===== config.mk =====
export PLATFORM = sky130hd
export DESIGN_NAME = pem_base64_extractor
export DESIGN_NICKNAME = d
export VERILOG_FILES = /design/src/rtl/pem_b64_pkg.sv /design/src/rtl/pem_b64_core.sv /design/src/rtl/pem_b64_outreg.sv /design/src/rtl/pem_base64_extractor.sv
export VERILOG_INCLUDE_DIRS = /design/src /design/src/rtl
export SDC_FILE = /design/constraint.sdc
export NUM_CORES = 1
export LEC_CHECK = 0
export BUFFER_PORTS_ARGS = -buffer_cell sky130_fd_sc_hd__buf_2
export CAP_MARGIN = 25
export CORE_MARGIN = 10
export CORE_UTILIZATION = 50
export CTS_BUF_LIST = sky130_fd_sc_hd__clkbuf_8
export CTS_CLUSTER_SIZE = 28
export DETAILED_ROUTE_END_ITERATION = 10
export PLACE_DENSITY = 0.68
export SLEW_MARGIN = 5
export SYNTH_ARGS = -nofsm -noshare
export SYNTH_HDL_FRONTEND = slang
export SYNTH_SLANG_ARGS = --single-unit

===== constraint.sdc =====
create_clock -name clk -period 7.22 [get_ports clk]
set_input_delay 1.444 -clock clk [delete_from_list [all_inputs] [get_ports clk]]
set_output_delay 1.444 -clock clk [all_outputs]
set_load 0.02 [all_outputs]

===== src/rtl/pem_base64_extractor_defines.svh =====
// ---------------------------------------------------------------------------
// Assertion macros for the PEM base64 extractor
// Each macro expects clk and arst_n to be visible in the using module.
// ---------------------------------------------------------------------------
`ifndef PEM_BASE64_EXTRACTOR_DEFINES_SVH
`define PEM_BASE64_EXTRACTOR_DEFINES_SVH

// same-cycle implication, quiet during reset
`define PEM_ASSERT_NOW(label, ante, cons, msg) \
	label: assert property (@(posedge clk) disable iff (!arst_n) (ante) |-> (cons)) \
		else $error(msg);

// next-cycle implication, quiet during reset
`define PEM_ASSERT_NEXT(label, ante, cons, msg) \
	label: assert property (@(posedge clk) disable iff (!arst_n) (ante) |=> (cons)) \
		else $error(msg);

`endif


===== src/rtl/pem_b64_pkg.sv =====
// ---------------------------------------------------------------------------
// pem_b64_pkg
// Shared types, codes and character tables for the PEM base64 extractor.
// ---------------------------------------------------------------------------
package pem_b64_pkg;

	// parser phase; codes above PH_WAIT are never reached and act as idle
	typedef enum logic [3:0] {
		PH_INIT = 4'd0,
		PH_IDLE = 4'd1,
		PH_LINE = 4'd2,
		PH_HEAD = 4'd3,
		PH_Q0   = 4'd4,
		PH_Q1   = 4'd5,
		PH_Q2   = 4'd6,
		PH_Q3   = 4'd7,
		PH_WAIT = 4'd8
	} phase_t;

	// escape decoder phase
	typedef enum logic [1:0] {
		ESC_NONE   = 2'd0,
		ESC_FIRST  = 2'd1,
		ESC_SECOND = 2'd2
	} esc_t;

	// result event codes
	typedef enum logic [1:0] {
		EV_BYTE   = 2'd0,
		EV_OK     = 2'd1,
		EV_NOCERT = 2'd2,
		EV_BAD    = 2'd3
	} event_t;

	// one result beat from the parser
	typedef struct packed {
		logic       hit;
		logic [7:0] data;
		event_t     ev;
	} res_t;

	localparam logic [7:0] CHAR_NL   = 8'h0A;
	localparam logic [7:0] CHAR_PCT  = 8'h25;
	localparam logic [7:0] CHAR_DASH = 8'h2D;
	localparam logic [3:0] TAG_LAST  = 4'd10;

	// "-----BEGIN " by position
	function automatic logic [7:0] armor_tag(input logic [3:0] idx);
		logic [7:0] ch;
		case (idx)
			4'd5:    ch = 8'h42; // B
			4'd6:    ch = 8'h45; // E
			4'd7:    ch = 8'h47; // G
			4'd8:    ch = 8'h49; // I
			4'd9:    ch = 8'h4E; // N
			4'd10:   ch = 8'h20; // space
			default: ch = CHAR_DASH;
		endcase
		return ch;
	endfunction

	// base64 alphabet: {valid, sextet}
	function automatic logic [6:0] sextet(input logic [7:0] c);
		logic [6:0] r;
		r = 7'd0;
		if (c >= 8'h41 && c <= 8'h5A)
			r = {1'b1, 6'(c - 8'h41)};
		else if (c >= 8'h61 && c <= 8'h7A)
			r = {1'b1, 6'(c - 8'h61 + 8'd26)};
		else if (c >= 8'h30 && c <= 8'h39)
			r = {1'b1, 6'(c - 8'h30 + 8'd52)};
		else if (c == 8'h2B)
			r = {1'b1, 6'd62};
		else if (c == 8'h2F)
			r = {1'b1, 6'd63};
		return r;
	endfunction

	// hex digit, either case: {valid, nibble}
	function automatic logic [4:0] hexval(input logic [7:0] c);
		logic [4:0] r;
		r = 5'd0;
		if (c >= 8'h30 && c <= 8'h39)
			r = {1'b1, 4'(c - 8'h30)};
		else if (c >= 8'h41 && c <= 8'h46)
			r = {1'b1, 4'(c - 8'h41 + 8'd10)};
		else if (c >= 8'h61 && c <= 8'h66)
			r = {1'b1, 4'(c - 8'h61 + 8'd10)};
		return r;
	endfunction

endpackage


===== src/rtl/pem_b64_core.sv =====
// ---------------------------------------------------------------------------
// pem_b64_core
// Parser state and the combinational step: escape decode, armor header
// match, base64 quartet assembly and completion codes.
// ---------------------------------------------------------------------------
module pem_b64_core (
	input  logic              clk,
	input  logic              arst_n,
	input  logic              step,
	input  logic [7:0]        char_s1,
	input  logic              eos_s1,
	input  logic              escaped_mode,
	output pem_b64_pkg::res_t res
);
	import pem_b64_pkg::*;
	`include "pem_base64_extractor_defines.svh"

	phase_t     phase_q, phase_d;
	logic [3:0] hidx_q, hidx_d;
	logic [7:0] pbits_q, pbits_d;
	esc_t       esc_q, esc_d;
	logic [7:0] fhc_q, fhc_d;
	logic       skip_q, skip_d;

	// one parse step
	always_comb begin
		logic [7:0] c;
		logic       esc_char;
		logic       go;
		logic [4:0] hi;
		logic [4:0] lo;
		logic [6:0] sx;
		logic [1:0] code;
		logic       fin;

		phase_d  = phase_q;
		hidx_d   = hidx_q;
		pbits_d  = pbits_q;
		esc_d    = esc_q;
		fhc_d    = fhc_q;
		skip_d   = skip_q;
		res.hit  = 1'b0;
		res.data = 8'd0;
		res.ev   = EV_BYTE;
		c        = char_s1;
		esc_char = 1'b0;
		go       = 1'b0;
		hi       = hexval(fhc_q);
		lo       = hexval(char_s1);
		sx       = sextet(char_s1);
		code     = EV_BAD;
		fin      = 1'b0;

		if (eos_s1) begin
			fin = 1'b1;
			if (skip_q)
				code = EV_BAD;
			else if (phase_q == PH_INIT)
				code = EV_NOCERT;
			else if (phase_q == PH_WAIT)
				code = EV_OK;
			else
				code = EV_BAD;
		end else if (skip_q) begin
			if (char_s1 == CHAR_NL) begin
				fin  = 1'b1;
				code = EV_BAD;
			end
		end else if (esc_q == ESC_FIRST) begin
			fhc_d = char_s1;
			esc_d = ESC_SECOND;
		end else if (esc_q == ESC_SECOND) begin
			esc_d = ESC_NONE;
			if (!hi[4] || !lo[4]) begin
				skip_d = 1'b1;
			end else begin
				c        = {hi[3:0], lo[3:0]};
				esc_char = 1'b1;
				go       = 1'b1;
			end
		end else if (escaped_mode && char_s1 == CHAR_PCT) begin
			esc_d = ESC_FIRST;
		end else if (escaped_mode && char_s1 == CHAR_NL) begin
			fin  = 1'b1;
			code = (phase_q == PH_WAIT) ? EV_OK : EV_BAD;
		end else begin
			go = 1'b1;
		end

		// escaped characters are re-coded, so look them up again
		if (esc_char)
			sx = sextet(c);

		if (go) begin
			case (phase_q)
				PH_INIT, PH_LINE: begin
					if (hidx_q > TAG_LAST || c != armor_tag(hidx_q))
						phase_d = PH_IDLE;
					else if (hidx_q == TAG_LAST)
						phase_d = PH_HEAD;
					else begin
						hidx_d  = hidx_q + 4'd1;
						phase_d = PH_LINE;
					end
				end
				PH_HEAD: begin
					if (c == CHAR_NL)
						phase_d = PH_Q0;
				end
				PH_Q0, PH_Q1, PH_Q2, PH_Q3: begin
					if (c == CHAR_DASH) begin
						phase_d = PH_WAIT;
					end else if (sx[6]) begin
						case (phase_q)
							PH_Q0: begin
								pbits_d = {sx[5:0], 2'b00};
								phase_d = PH_Q1;
							end
							PH_Q1: begin
								res.hit  = 1'b1;
								res.data = pbits_q | {6'd0, sx[5:4]};
								pbits_d  = {sx[3:0], 4'd0};
								phase_d  = PH_Q2;
							end
							PH_Q2: begin
								res.hit  = 1'b1;
								res.data = pbits_q | {4'd0, sx[5:2]};
								pbits_d  = {sx[1:0], 6'd0};
								phase_d  = PH_Q3;
							end
							default: begin
								res.hit  = 1'b1;
								res.data = pbits_q | {2'd0, sx[5:0]};
								pbits_d  = 8'd0;
								phase_d  = PH_Q0;
							end
						endcase
					end
				end
				PH_WAIT: begin
					if (c == CHAR_NL && !esc_char) begin
						fin  = 1'b1;
						code = EV_OK;
					end
				end
				default: begin
					if (c == CHAR_NL) begin
						phase_d = PH_LINE;
						hidx_d  = 4'd0;
					end
				end
			endcase
		end

		// completion: report and return to the initial state
		if (fin) begin
			res.hit  = 1'b1;
			res.data = 8'd0;
			res.ev   = event_t'(code);
			phase_d  = PH_INIT;
			hidx_d   = 4'd0;
			pbits_d  = 8'd0;
			esc_d    = ESC_NONE;
			fhc_d    = 8'd0;
			skip_d   = 1'b0;
		end
	end

	// parser state
	always_ff @(posedge clk or negedge arst_n) begin
		if (!arst_n) begin
			phase_q <= PH_INIT;
			hidx_q  <= 4'd0;
			pbits_q <= 8'd0;
			esc_q   <= ESC_NONE;
			fhc_q   <= 8'd0;
			skip_q  <= 1'b0;
		end else if (step) begin
			phase_q <= phase_d;
			hidx_q  <= hidx_d;
			pbits_q <= pbits_d;
			esc_q   <= esc_d;
			fhc_q   <= fhc_d;
			skip_q  <= skip_d;
		end
	end

	`PEM_ASSERT_NEXT(a_done_clears, step && res.hit && res.ev != EV_BYTE, phase_q == PH_INIT && esc_q == ESC_NONE && !skip_q, "completion did not clear the parser")
	`PEM_ASSERT_NOW(a_byte_in_body, step && res.hit && res.ev == EV_BYTE, phase_q == PH_Q1 || phase_q == PH_Q2 || phase_q == PH_Q3, "byte emitted outside the body")
	`PEM_ASSERT_NOW(a_skip_no_esc, skip_q, esc_q == ESC_NONE, "escape pending while skipping a line")

endmodule


===== src/rtl/pem_b64_outreg.sv =====
// ---------------------------------------------------------------------------
// pem_b64_outreg
// Result register on the output channel; refills in the cycle it drains.
// ---------------------------------------------------------------------------
module pem_b64_outreg (
	input  logic              clk,
	input  logic              arst_n,
	input  logic              step,
	input  pem_b64_pkg::res_t res,
	output logic              can_take,
	output logic              out_valid,
	input  logic              out_ready,
	output logic [7:0]        data_byte,
	output logic [1:0]        event_res
);
	import pem_b64_pkg::*;

	logic       valid_q;
	logic [7:0] data_q;
	event_t     ev_q;

	assign can_take  = !valid_q || out_ready;
	assign out_valid = valid_q;
	assign data_byte = data_q;
	assign event_res = ev_q;

	// valid flag
	always_ff @(posedge clk or negedge arst_n) begin
		if (!arst_n) begin
			valid_q <= 1'b0;
		end else if (step && res.hit) begin
			valid_q <= 1'b1;
		end else if (out_ready) begin
			valid_q <= 1'b0;
		end
	end

	// payload
	always_ff @(posedge clk) begin
		if (step && res.hit) begin
			data_q <= res.data;
			ev_q   <= res.ev;
		end
	end

endmodule


===== src/rtl/pem_base64_extractor.sv =====
// ---------------------------------------------------------------------------
// pem_base64_extractor
// Finds a PEM armor header in a character stream and base64-decodes the
// body, one character per beat, with optional percent-escape decoding.
// ---------------------------------------------------------------------------
//  channel | signals                            | beat
//  --------+------------------------------------+------------------------------
//  in      | in_valid/in_ready                  | char_in, end_of_stream
//  out     | out_valid/out_ready                | data_byte, event_res
//  cfg     | cfg_wr_en                          | cfg_wr_data (escaped mode)
//
// One input beat per cycle; the input stage holds while the result register
// is full and not drained. Beats are registered in the input stage and the
// shallow combinational parser step feeds the result register. Reset clears the
// parser, the valid flags and the escaped-mode register. The user must write
// escaped mode only while no beat is in flight; the block does not enforce it.
// ---------------------------------------------------------------------------
module pem_base64_extractor (
	input  logic       clk,
	input  logic       arst_n,
	input  logic       in_valid,
	output logic       in_ready,
	input  logic [7:0] char_in,
	input  logic       end_of_stream,
	output logic       out_valid,
	input  logic       out_ready,
	output logic [7:0] data_byte,
	output logic [1:0] event_res,
	input  logic       cfg_wr_en,
	input  logic       cfg_wr_data
);
	import pem_b64_pkg::*;

	logic       valid_s1;
	logic [7:0] char_s1;
	logic       eos_s1;
	logic       mode_q;
	logic       can_take;
	logic       step;
	res_t       res;

	assign step     = valid_s1 && can_take;
	assign in_ready = !valid_s1 || step;

	// escaped-mode register
	always_ff @(posedge clk or negedge arst_n) begin
		if (!arst_n) begin
			mode_q <= 1'b0;
		end else if (cfg_wr_en) begin
			mode_q <= cfg_wr_data;
		end
	end

	// input stage valid
	always_ff @(posedge clk or negedge arst_n) begin
		if (!arst_n) begin
			valid_s1 <= 1'b0;
		end else if (in_ready) begin
			valid_s1 <= in_valid;
		end
	end

	// input stage payload
	always_ff @(posedge clk) begin
		if (in_valid && in_ready) begin
			char_s1 <= char_in;
			eos_s1  <= end_of_stream;
		end
	end

	pem_b64_core u_core (
		.clk          (clk),
		.arst_n       (arst_n),
		.step         (step),
		.char_s1      (char_s1),
		.eos_s1       (eos_s1),
		.escaped_mode (mode_q),
		.res          (res)
	);

	pem_b64_outreg u_outreg (
		.clk       (clk),
		.arst_n    (arst_n),
		.step      (step),
		.res       (res),
		.can_take  (can_take),
		.out_valid (out_valid),
		.out_ready (out_ready),
		.data_byte (data_byte),
		.event_res (event_res)
	);

endmodule


### After elaboration in Yosys (flattened, before gate mapping)

Cells that the tools add are included.
Widths: inputs -> output; s select.

| storage, ports and cells | value |
|---|---|
| register bits after elaboration | 49 |
| bits of input ports | 15 |
| output and inout port bits | 12 |

| operators by class | value |
|---|---|
| $add $sub $neg | 18 |
| magnitude comparators | 21 |
| equal/unequal tests | 33 |
| muxes and demuxes | 104 |
| bitwise operators | 6 |
| reduce and logical (&&, ||, !) cells | 45 |

Operators with widths:

| cell | number |
|---|---|
| $mux 8 | 16 |
| $mux 7 | 11 |
| $le 8x7->1 const B | 8 |
| $eq 8x6->1 const B | 6 |
| $ge 8x7->1 const B | 6 |
| $mux 4 | 12 |
| $pmux 7 s6 | 1 |
| $mux 2 | 18 |
| $mux 9 | 4 |
| $mux 1 | 30 |
| $mux 5 | 6 |
| $eq 4x3->1 const B | 7 |
| $pmux 9 s3 | 1 |
| $ge 8x6->1 const B | 3 |
| $le 8x6->1 const B | 3 |
| $pmux 8 s3 | 1 |
| $sub 6x6->6 const B | 4 |
| $logic_and 1x1->1 | 17 |
| $add 4x4->4 const B | 4 |
| $eq 4x4->1 const B | 4 |
| $eq 8x4->1 const B | 2 |
| $pmux 4 s4 | 1 |
| $add 6x5->6 const B | 2 |
| $add 6x6->6 const B | 2 |
| other kinds (34) | 58 |

### Logic depth before layout (Yosys ltp)

| logic depth | value |
|---|---|
| depth in word-level cells | 28 |
| mapped depth | 21 |

### Cells and area by module

From an unflattened synthesis, not the netlist that was laid out.

| unflattened totals | value |
|---|---|
| cells, all modules | 547 |
| area, all modules | 4594.4 µm² |

By module, submodules not included:

| module | times used | cells an instance | area an instance (µm²) |
|---|---|---|---|
| pem_b64_core | 1 | 516 | 3871.2 |
| pem_base64_extractor | 1 | 16 | 370.4 |
| pem_b64_outreg | 1 | 15 | 352.8 |

### Worst setup path before layout

Ideal clock, no wire load.

| path | value |
|---|---|
| path type | register to register |
| from | register char_s1[0] |
| to | register u_outreg.data_q[0], in the netlist u_outreg.data_byte[0] (enable) |
| library setup time | 376 ps |
| arrival | 4617 ps |
| required time | 6844 ps |
| slack | 2226 ps |
| cell stages (with the launch flop) | 22 |
| period minus slack after synthesis | 4994 ps |
| cell sequence | edfxtp_1 buf_4 inv_1 ha_1 and2b_1 o21ai_2 a2bb2oi_1 a21o_1 a21oi_1 a21o_1 buf_2 inv_1 ha_1 inv_1 o21ai_0 a21oi_1 a211oi_1 a22oi_1 and3b_4 nor3b_2 a21oi_1 nor2_1 |

| on the way | value |
|---|---|
| longest elaborated chain between the ends | 25 |
| elaborated cells on any way between the ends | 87 |
| those cells by class | add/sub (5); order compare (14); eq/ne (8); mux (45); reduce/logical (15) |

RTL lines:

| element | RTL line | text |
|---|---|---|
| start: declaration | pem_base64_extractor.sv:35 | `logic [7:0] char_s1;` |
| start signal: assignment | pem_base64_extractor.sv:66 | `char_s1 <= char_in;` |
| branches (longest 23 deep; another with $ge 8x6->1) | -- |  |
| $mux 11 (*) | pem_b64_core.sv:156 | `if (fin) begin` |
| $logic_and 1x1->1 (*) | pem_b64_outreg.sv:40 | `if (step && res.hit) begin` |
| end signal: assignment | pem_b64_outreg.sv:41 | `data_q <= res.data;` |
| end: declaration | pem_b64_outreg.sv:19 | `logic [7:0] data_q;` |

Mark *: on every way between the ends.
A chain may end at the register's enable or synchronous reset.

### Worst setup path in the final report

| path | value |
|---|---|
| from | register char_s1[0] |
| to | register u_outreg.data_q[3], in the netlist u_outreg.data_byte[3] (enable) |

The elaborated chain is that of the path after synthesis.

==> impl_results.md <==
* Layout Nets at roughly 600
* Fraction of registers with async set/reset at approximately three fifths
* Die ar. at roughly 13,000 um2
* Drt pass-1 iters at 5
* Io pins at 27
* Headroom to the max-slew limit at a little under half
* Final setup fails at 0
* WS Path Type: reg2reg
* P_sw at 0.000340 W
* Die X-Extent at ~120 um
* WL final at roughly 12,000 um
* Max-slew violations at 0
* Area share of and/or/nand/nor cells after synthesis at between 20% and 30%
* Diode count at 0
* Synth Area per Inst at between 8 and 9 um2
* Area share of fa/ha/maj cells after synthesis at 9.52%
* CTS tree: built
* Initial Util at between 50% and 60%
* CTS root buf: clkbuf_8
* Cells after Synth at about 540
* Hpwl dp at between 9000 and 10,000 um
* Final Skew at about 10 ps
* Internal at between 0.0005 and 0.0006 W
* Crit path required time at about 7200 ps
* Hold Path Class: reg2reg
* Mapped Area at approximately 4500 um2
* Share of layout cells above drive strength 1 at between 10% and 20%
* Worst VDD drop at 0.0871 mV
* CTS sink count at 47
* Dominant cells by area after synthesis: dfrtp_1 (15%), edfxtp_1 (13%), ha_1 (9.1%)
* XOR/XNOR Fraction of Synth Area at roughly 4.6%
* Arr. time, crit path at ~6200 ps
* Sequential Power Share at between 40% and 50%
* Clk_lat worst skew at 310 ps
* Grt total ovfl at 0
* DR vias at around 4,200
* Top-area cell type share of the netlist area at 15.4%
* Syn. warnings at 0
* Post-CTS resize count at 0
* DP Cell Count at about 660
* Synth Flop Type: dfrtp_1
* Max cap viols at 0
* Initial DRC Count at 357
* Final hold vios at 0
* Syn Nets at between 500 and 600
* Placed instance area at around 4700 um2
* Crit path to: u_outreg.data_byte[3]
* Wire per inst at 18.3 um
* Combinational family with the most area after synthesis: compound AO/OA/AOI/OAI gates
* Sum of negative setup slack at 0 ps
* CP Capture Type: register
* Chip Height at 115 um
* RSZ-0062 raised after global routing: no
* First-pass GRT wire length at between 20,000 and 25,000 um
* Vias in the first global route at around 4,000
* DRC at 0
* Logic pwr share at 33.8%
* EDFF count, synth at 19
* Flop2flop setup slack at between 900 and 1000 ps
* Row cnt at 34
* Placement Setup Slack at around 1100 ps
* RePlAce Congestion at between 0.9 and 1
* Worst r2r src: char_s1[0]
* Worst-margin pin slew at roughly 800 ps
* Drt via density at around 6.3
* Hold_buf cts at 0
* H-tree depth at 2
* Crit path from: char_s1[0]
* FF-to-FF path depth at 19
* Core Area at between 8000 and 9000 um2
* Final non-filler cell total at approximately 670
* Status: finished, final reports clean
* Cell Pwr Density at between 150 and 200 nW/um2
* I/O Buffers at 26
* Setup Buffers After CTS at 0
* Longest Clk Path Bufs at 2
* Syn-to-layout area delta at 6.60%
* #FFs+latches synth at 47
* Post-synth top area cell: dfrtp_1
* Number of routed nets with antenna violations at 0
* Largest net degree at the start of global routing at 29
* Fmax achieved at 159 MHz
* CTS clk-pin slew, worst paths at 90 ps
* Final Util at ~55%
* Multiplexer area fraction after synthesis at between 2 and 3%
* Period minus WS final at between 6000 and 7000 ps
* Crit start category: register
* GRT Total Usage at between 10% and 20%
* Crit Path Max Fanout at 12
* Reg-to-reg critical path endpoint: u_outreg.data_byte[3]
* Netlist cell types at 86
* Seq/Total Area, Yosys at 28.0%
* Design Area, Final at roughly 4800 um2
* Switching Share at between 30% and 40%
* Final setup margin at 937 ps
* Fraction of power consumed by the clock network at 23.5%
* Fin crit share at 87.0%
* Synth Area in Compound Gates at between 20% and 30%
* Leak pwr at roughly 2 nW
* Initial antenna violation count at 0
* CTS buffer count at 5
[per-stage QoR]
step           power (W)  hold WS, ps
6_report        0.000866          509
5_1_grt         0.000918          561
4_1_cts         0.000866          514
3_5_place_dp    0.000660          488
3_3_place_gp    0.000658          485
2_1_floorplan   0.000586          458
[worst max-delay path: stages (launching register included)]
cell,delay (ps)
edfxtp_1,690
inv_1,210
ha_1,330
and2b_1,200
o21ai_2,190
a2bb2oi_1,390
a21o_1,310
a21oi_1,90
a21o_1,260
inv_1,210
ha_1,230
inv_1,50
o21ai_0,390
a21oi_1,80
a211oi_1,630
a22oi_1,180
and3b_4,250
nor3b_2,430
a21oi_1,160
nor2_1,630
[registers in the layout, summed over array words and instances (netlist names), 2 cells and up]
name and count:
u_core.esc_q 2, char_s1 8, u_outreg.data_byte 8, u_core.fhc_q 8
u_core.phase_q 4, u_core.pbits_q 6, u_core.hidx_q 4, u_outreg.event_res 2
[layer usage]
| layer | global-route usage [%] | part of all wire [%] | up-vias |
|---|---|---|---|
| met2 | 27.5 | 43 | 156 |
| met5 | 0 | 0 | - |
| met3 | 3.65 | 6.1 | 29 |
| met1 | 25.1 | 48 | 1995 |
| li1 | - | - | 2042 |
| met4 | 8.87 | 2.9 | 0 |
[cell usage in the layout, fill, tap and decap left out, types with 19 or more instances in the layout]
cell	instances
a21oi_1	36
buf_2	26
dfrtp_1	28
edfxtp_1	19
ha_1	33
inv_1	36
nand2_1	54
nand3_1	19
nor2_1	36
o21ai_0	41
xnor2_1	20
[synth_stat cells (5+ instances only)]
cell type / number
inv_1: 36
a22o_1: 11
xnor2_1: 20
ha_1: 33
a31oi_1: 9
nand2b_1: 6
mux2i_1: 7
o21ai_0: 41
edfxtp_1: 19
nor2_1: 36
nor2b_1: 5
nand3_1: 19
and3_1: 7
clkbuf_1: 14
nor3_1: 17
a211oi_1: 8
a2bb2oi_1: 5
a21o_1: 7
o211ai_1: 6
dfrtp_1: 28
a21oi_1: 36
nand2_1: 54
and2_1: 8
nor4_1: 5
mux2_2: 5
[cell type report]
| class | count | area (um2) |
|---|---|---|
| fill | 815 | 3960 |
| sequential | 47 | 1270 |
| tap | 108 | 135 |
| clock inverter | 3 | 46.3 |
| timing repair buffer | 27 | 138 |
| clock buffer | 5 | 68.8 |
| inverter | 37 | 139 |
| multi-input combinational | 438 | 3050 |
[cell families (layout without fill, tap and decap cells)]
logic type,Yosys count,count (layout)
fa+ha+maj,35,35
compound gates,179,179
mux,12,12
flops,47,47
simple gates,188,188
buf+inv,57,72
xor+xnor,24,24
[power groups by stage]
stage / Sequential (W) / Clock, W / Combinational [W]
after floorplan: 0.000336 / 0 / 0.000250
after global placement: 0.000374 / 0 / 0.000283
after detailed placement: 0.000375 / 0 / 0.000286
after CTS: 0.000368 / 0.000209 / 0.000289
after global routing: 0.000377 / 0.000218 / 0.000323
final: 0.000370 / 0.000203 / 0.000292
[worst min-delay path by stage]
| stage | startpoint | to | slack, ps | cells past startpoint |
|---|---|---|---|---|
| final | u_core.fhc_q[5] | u_core.fhc_q[5] | 510 | 1 |
| after global routing | u_core.pbits_q[6] | u_core.pbits_q[6] | 560 | 2 |
| after CTS | u_core.fhc_q[5] | u_core.fhc_q[5] | 510 | 1 |
| after detailed placement | u_core.fhc_q[5] | u_core.fhc_q[5] | 490 | 1 |
| after global placement | u_core.fhc_q[5] | u_core.fhc_q[5] | 480 | 1 |
| after floorplan | u_core.pbits_q[7] | u_core.pbits_q[7] | 460 | 2 |
Note: power is estimated with default switching activity, not from simulation.
